### config.mk
export PLATFORM = sky130hd
export DESIGN_NAME = aht_front_flat
export DESIGN_NICKNAME = d
export VERILOG_FILES = /design/src/design/aht_pkg.sv /design/src/design/aht_if.sv /design/src/design/aht_front.sv /design/src/flat_wrapper.sv
export SDC_FILE = /design/constraint.sdc
export NUM_CORES = 1
export LEC_CHECK = 0
export ABC_AREA = 0
export BUFFER_PORTS_ARGS = -buffer_cell sky130_fd_sc_hd__buf_4
export CAP_MARGIN = 20
export CORE_MARGIN = 3
export CORE_UTILIZATION = 52
export DETAILED_ROUTE_END_ITERATION = 7
export PLACE_DENSITY = 0.76
export REMOVE_ABC_BUFFERS = 1
export SYNTH_ARGS = -nofsm -noshare
export SYNTH_HDL_FRONTEND = slang
export SYNTH_SLANG_ARGS = --single-unit
export TNS_END_PERCENT = 5
### constraint.sdc
create_clock -name clk -period 3.4 [get_ports clk]
set_input_delay 0.17 -clock clk [delete_from_list [all_inputs] [get_ports clk]]
set_output_delay 0.17 -clock clk [all_outputs]
set_load 0.03 [all_outputs]
### src/design/aht_pkg.sv
// Package: constants and types of the address histogram.
`default_nettype none
package aht_pkg;
    localparam int TABLE_DEPTH = 8192;
    localparam int IDX_W = $clog2(TABLE_DEPTH);
    localparam int USED_W = $clog2(TABLE_DEPTH + 1);
    localparam logic [31:0] IMAGE_SPAN = 32'h0300_0000;
    localparam logic [6:0] MAX_REPORT = 7'd64;
    localparam logic [6:0] RESET_LIMIT = 7'd60;
    localparam logic [31:0] RESET_BASE = 32'h0040_0000;
    localparam int Q_DEPTH = 2;

    localparam logic CMD_ADD = 1'b0;
    localparam logic CMD_REPORT = 1'b1;

    localparam logic [1:0] REG_IMAGE_BASE = 2'd0;
    localparam logic [1:0] REG_DECLARED_BASE = 2'd1;
    localparam logic [1:0] REG_REPORT_LIMIT = 2'd2;

    typedef struct packed {
        logic        command;
        logic [31:0] sample_address;
    } in_item_t;

    typedef struct packed {
        logic [6:0]  rank;
        logic [31:0] entry_address;
        logic [31:0] entry_count;
        logic        in_image;
        logic [31:0] static_address;
        logic        entry_valid;
        logic        last;
    } out_item_t;

    // Classified command handed from front to back
    typedef struct packed {
        logic        is_report;
        logic [31:0] address;
        logic [6:0]  limit;
    } job_t;
endpackage
`default_nettype wire

### src/design/aht_if.sv
// Valid/ready stream interfaces for the histogram channels.
`default_nettype none
interface aht_in_if import aht_pkg::*; (input wire logic clk);
    logic     valid;
    logic     ready;
    in_item_t data;
    modport source (output valid, output data, input ready);
    modport sink (input valid, input data, output ready);
endinterface

`default_nettype wire

### src/design/aht_front.sv
// Front end: accepts transactions, classifies them and queues jobs.
`default_nettype none
module aht_front import aht_pkg::*; (
    input  wire logic  clk,
    input  wire logic  rst_n,
    aht_in_if.sink     in_ch,
    input  wire logic [6:0] report_limit,
    output job_t       job,
    output logic       job_valid,
    input  wire logic  job_take
);
    localparam int QP_W = $clog2(Q_DEPTH);
    job_t            q_reg [Q_DEPTH];
    logic [QP_W-1:0] wp_reg, rp_reg;
    logic [QP_W:0]   cnt_reg;
    logic            push;
    job_t            cls;
    logic [6:0]      lim;

    // Clamp limit to 1..64
    always_comb
    begin
        lim = report_limit;
        if (lim == 7'd0)
        begin
            lim = 7'd1;
        end
        else if (lim > MAX_REPORT)
        begin
            lim = MAX_REPORT;
        end
        cls.is_report = (in_ch.data.command == CMD_REPORT);
        cls.address = in_ch.data.sample_address;
        cls.limit = lim;
    end

    assign in_ch.ready = (cnt_reg != (QP_W+1)'(Q_DEPTH));
    assign push = in_ch.valid && in_ch.ready;
    assign job = q_reg[rp_reg];
    assign job_valid = (cnt_reg != '0);

    // Job queue
    always_ff @(posedge clk or negedge rst_n)
    begin
        if (!rst_n)
        begin
            wp_reg <= '0;
            rp_reg <= '0;
            cnt_reg <= '0;
        end
        else
        begin
            if (push)
            begin
                wp_reg <= wp_reg + 1'b1;
            end
            if (job_take)
            begin
                rp_reg <= rp_reg + 1'b1;
            end
            cnt_reg <= cnt_reg + (QP_W+1)'(push) - (QP_W+1)'(job_take);
        end
    end

    always_ff @(posedge clk)
    begin
        if (push)
        begin
            q_reg[wp_reg] <= cls;
        end
    end
endmodule
`default_nettype wire

### src/flat_wrapper.sv
// flat-port wrapper written by rule: the top's interface ports become plain ports
module aht_front_flat import aht_pkg::*;
  (clk, rst_n, report_limit, job, job_valid, job_take, in_ch_valid, in_ch_data, in_ch_ready);
  aht_in_if in_ch_i (.clk(clk));
  input  wire logic clk;
  input  wire logic rst_n;
  input  wire logic [6:0] report_limit;
  output job_t job;
  output logic job_valid;
  input  wire logic job_take;
  input wire logic [$bits(in_ch_i.valid)-1:0] in_ch_valid;
  input wire logic [$bits(in_ch_i.data)-1:0] in_ch_data;
  output wire logic [$bits(in_ch_i.ready)-1:0] in_ch_ready;
  assign in_ch_i.valid = in_ch_valid;
  assign in_ch_i.data = in_ch_data;
  assign in_ch_ready = in_ch_i.ready;
  aht_front u_core (.clk(clk), .rst_n(rst_n), .in_ch(in_ch_i), .report_limit(report_limit), .job(job), .job_valid(job_valid), .job_take(job_take));
endmodule
* Yosys cells after proc, flatten, opt, wreduce, memory -nomap -nowiden
Memory sizes are Yosys's and may differ from the RTL's.
Index checks and enable logic that the tools add are counted.
** Word-level totals
- Bits in registers :: 4
- Bits in writable memories :: 80
- Input bits :: 44
- Output and inout port bits :: 42
- Word-level logic and storage cells :: 17
- Memories kept :: 1
** Operators by class
- $add $sub $neg :: 4
- $lt $le $gt $ge :: 1
- Equal/unequal tests :: 1
- Muxes and demuxes :: 4
- Reductions and logical operators :: 3
** Memories
- u_core.q_reg :: words 2, width 40, read ports 1, clocked after memory_dff 0, write ports 1, RTL line aht_front.sv:13 : job_t q_reg [Q_DEPTH];
** Operators by type and width (number)
- 7-bit 2-to-1 mux :: 2
- 7-bit > comparator, second input constant :: 1
- 7-bit zero test :: 1
- 1-bit adder, second input constant :: 2
- 2-bit by 1-bit adder with 2-bit output :: 1
- 1-bit 2-to-1 mux :: 2
- 2-bit inequality test, second input constant :: 1
- 2-bit nonzero test :: 1
- 2-bit by 1-bit subtractor with 2-bit output :: 1
- 1-bit logical AND :: 1

* Longest topological paths before layout
- Depth in word-level cells :: 4
- Mapped depth :: 6
- Depth with buffers taken out :: 6

* Worst setup path before layout
No wires, ideal clock.
- Path kind :: register -> register
- Start :: reg u_core.cnt_reg[1]
- End :: mem u_core.q_reg[0][0] (netlist bit) (enable)
- Library setup time :: 437 ps
- Arrival :: 2526 ps
- Required time :: 2963 ps
- Path slack :: 437 ps
- Cell stages (with the launch flop) :: 4
- Path buffers :: 0
- Clock period less this slack :: 2963 ps
- Cell sequence :: dfrtp_1 nand2b_1 nand2_1 nor2_1
** Between the ends
- Cells in the longest elaborated chain, start to end :: 4
** Ends and longest elaborated chain
- start, declared :: RTL line aht_front.sv:15 : logic [QP_W:0] cnt_reg;
- start signal, assigned :: RTL line aht_front.sv:61 : cnt_reg <= cnt_reg + (QP_W+1)'(push) - (QP_W+1)'(job_take);
- 2-bit inequality test :: RTL line aht_front.sv:37 : assign in_ch.ready = (cnt_reg != (QP_W+1)'(Q_DEPTH));
- named net in_ch_ready :: RTL line flat_wrapper.sv:13 : output wire logic [$bits(in_ch_i.ready)-1:0] in_ch_ready;
- 1-bit logical AND :: RTL line aht_front.sv:38 : assign push = in_ch.valid && in_ch.ready;
- 1-bit 2-to-1 mux :: RTL line aht_front.sv:67 : if (push)
- 1-bit 2-to-1 mux (not written as such) :: RTL line aht_front.sv:69 : q_reg[wp_reg] <= cls;
- end, declared :: RTL line aht_front.sv:13
The timed path passes the listed nets, and every way through them passes these cells.

==> metrics <==
# DRC 0; Synth Instances 153; initial antenna violation count 0; critical path endpoint category primary output; Max Freq 465 MHz; Clock H-tree levels 3; Post-DP Area 0.00401 mm²; YS warnings 0; # setup viols final 0; clk slew on worst S/H paths 90 ps; dominant synthesized flop cell edfxtp_1; antenna diode count 0; drt first pass iters 4; GRT Max-Usage Layer met2; Die W 86.2 µm; Max Cap Violations 0; die height 86.2 µm; status complete, no violations; Max FO, Critical Path 17; number of placement rows 28; Netlist cell types 19; Filler cells 381; CTS tree built; Clock Path Buffers 2; Post-CTS Setup Inserts 0; top post-synthesis cells by count edfxtp_1, mux2_4, nor2b_1; Post-Syn Area 0.00334 mm²; met1 Use GR 0.186; largest net degree at the start of global routing 41; GRT met2 Usage 0.252; Final Cell Area 0.00437 mm²; post-synth top area cell edfxtp_1; Die Area 0.00742 mm²; worst skew pair latency 330 ps; Seq/Total Area, Yosys 0.749; Worst Path Required 3230 ps; min-delay worst type primary input to flop; TritonCTS buffer count 9; peak supply drop 0.662 mV; Slew headroom 0.352; gpl congestion 0.759; clock sinks 84; number of flops mapped to enable cells by yosys 80; DR iter-0 viols 92; RSZ-0062 raised after global routing no; top-count cell post-synth edfxtp_1; Setup TNS 0 ps; Post-synth ARST share 0.0476; post-DR wirelength/cell 16.2 µm; PortBufs 85; WS Path Type flop to primary output; power density cells 908 mW/mm²; Final nets 304; top cell type's share of synthesized area 0.719; max FFs per register 80; main area contributors after synthesis edfxtp_1, mux2_4, dfrtp_1; vias in the first global route 1,744; minimum clock period 2150 ps; Fin Hold WS 18.2 ps; Starting Density 0.551; final hold vios 0; Avg Cell Area, Syn 21.8 µm²; part of the cycle the worst path needs 0.632; Worst Skew 8.13 ps; first-pass GRT wire length 8.43 mm; critical path launch point type flop; Ports 86; share of layout cells above drive strength 1 0.559; routed vias/inst 4.89; Routed Wire Length 5.48 mm; area grow syn2layout 30.8%; measured slew at the worst slew-check pin 973 ps; #FFs+latches synth 84; total track usage 0.154; DR vias 1,653; DP HPWL 3.68 mm; Pins Over Slew Limit 0; GR Util met3 0.0432; grt total ovfl 0; core area 0.00606 mm²; Worst Path Arrival 1980 ps; Static Leak 1.78 nW; root buf cell clkbuf_8; final antenna-violating net count 0
stage by stage:
| step | power (mW) | setup slack [ps] | cells | utilization |
|---|---|---|---|---|
| after floorplan | 2.67 | 437 | 147 | - |
| after global placement | 3.15 | 1490 | 310 | 0.662 |
| after detailed placement | 3.17 | 1450 | 310 | 0.662 |
| after CTS | 4.00 | 1210 | 334 | 0.714 |
| after global routing | 4.13 | 1160 | 338 | 0.721 |
| final | 3.97 | 1250 | 338 | 0.721 |
worst max-delay path, stage by stage, from the launching register on:
cell,delay [ps]
dfrtp_2,700
buf_4,390
mux2_2,380
buf_4,170
timing repair:
item                                   4_1_cts  5_1_grt
setup endpoints to repair                    0        0
hold buffers                                 8        4
endpoints found under the hold margin       16        7
gates resized for setup                      0        0
layout make-up:
class	instances	area, µm²	area share
Sequential cell	84	2500	0.573
Timing Repair Buffer	100	781	0.179
Multi-Input combinational cell	60	741	0.170
Clock buffer	9	124	0.0284
Clock inverter	7	115	0.0263
Tap cell	75	93.8	0.0215
Inverter	3	11.3	0.00258
final timing paths:
check                             startpoint                  end  slack (ps)  depth (start not counted)
setup / recovery               u_core.rp_reg              job[26]        1250                          3
hold / removal                in_ch_data[16]  u_core.q_reg[1][23]          20                          1
setup reg to reg           u_core.cnt_reg[1]  u_core.q_reg[0][25]        1450                          4
hold reg to reg            u_core.cnt_reg[1]    u_core.cnt_reg[1]         510                          1
max in group asynchronous              rst_n        u_core.rp_reg        3130                          2
min in group asynchronous              rst_n        u_core.rp_reg         160                          2
where the power goes:
group	internal, mW	switching, mW
registers	1.42	0.118
clock network	0.485	0.341
logic	0.730	0.873
kinds of logic after synthesis:
kind of cell | Yosys count | synth area share
muxes | 40 | 0.179
buffers and inverters | 9 | 0.0318
adders and majority gates | 2 | 0.00749
DFF | 84 | 0.749
and+or+nand+nor | 13 | 0.0210
xor gates and xnor gates | 4 | 0.0105
AOI/OAI and AO/OA | 1 | 0.00150
layout by cell type (no fill, tap or decap), types with 2 or more instances in the layout:
cell type / instances
buf_4: 88
bufinv_16: 3
clkbuf_8: 9
dfrtp_1: 3
dlygate4sd3_1: 12
edfxtp_1: 80
ha_1: 2
inv_1: 3
mux2_4: 39
nor2_1: 2
nor2b_1: 5
xnor2_1: 3
per-layer routing:
layer | vias up | share of wire
met5 | - | 0
met4 | 0 | 0.020
met3 | 10 | 0.076
met2 | 67 | 0.49
met1 | 783 | 0.41
li1 | 793 | -
(Power assumes the default switching activity.)
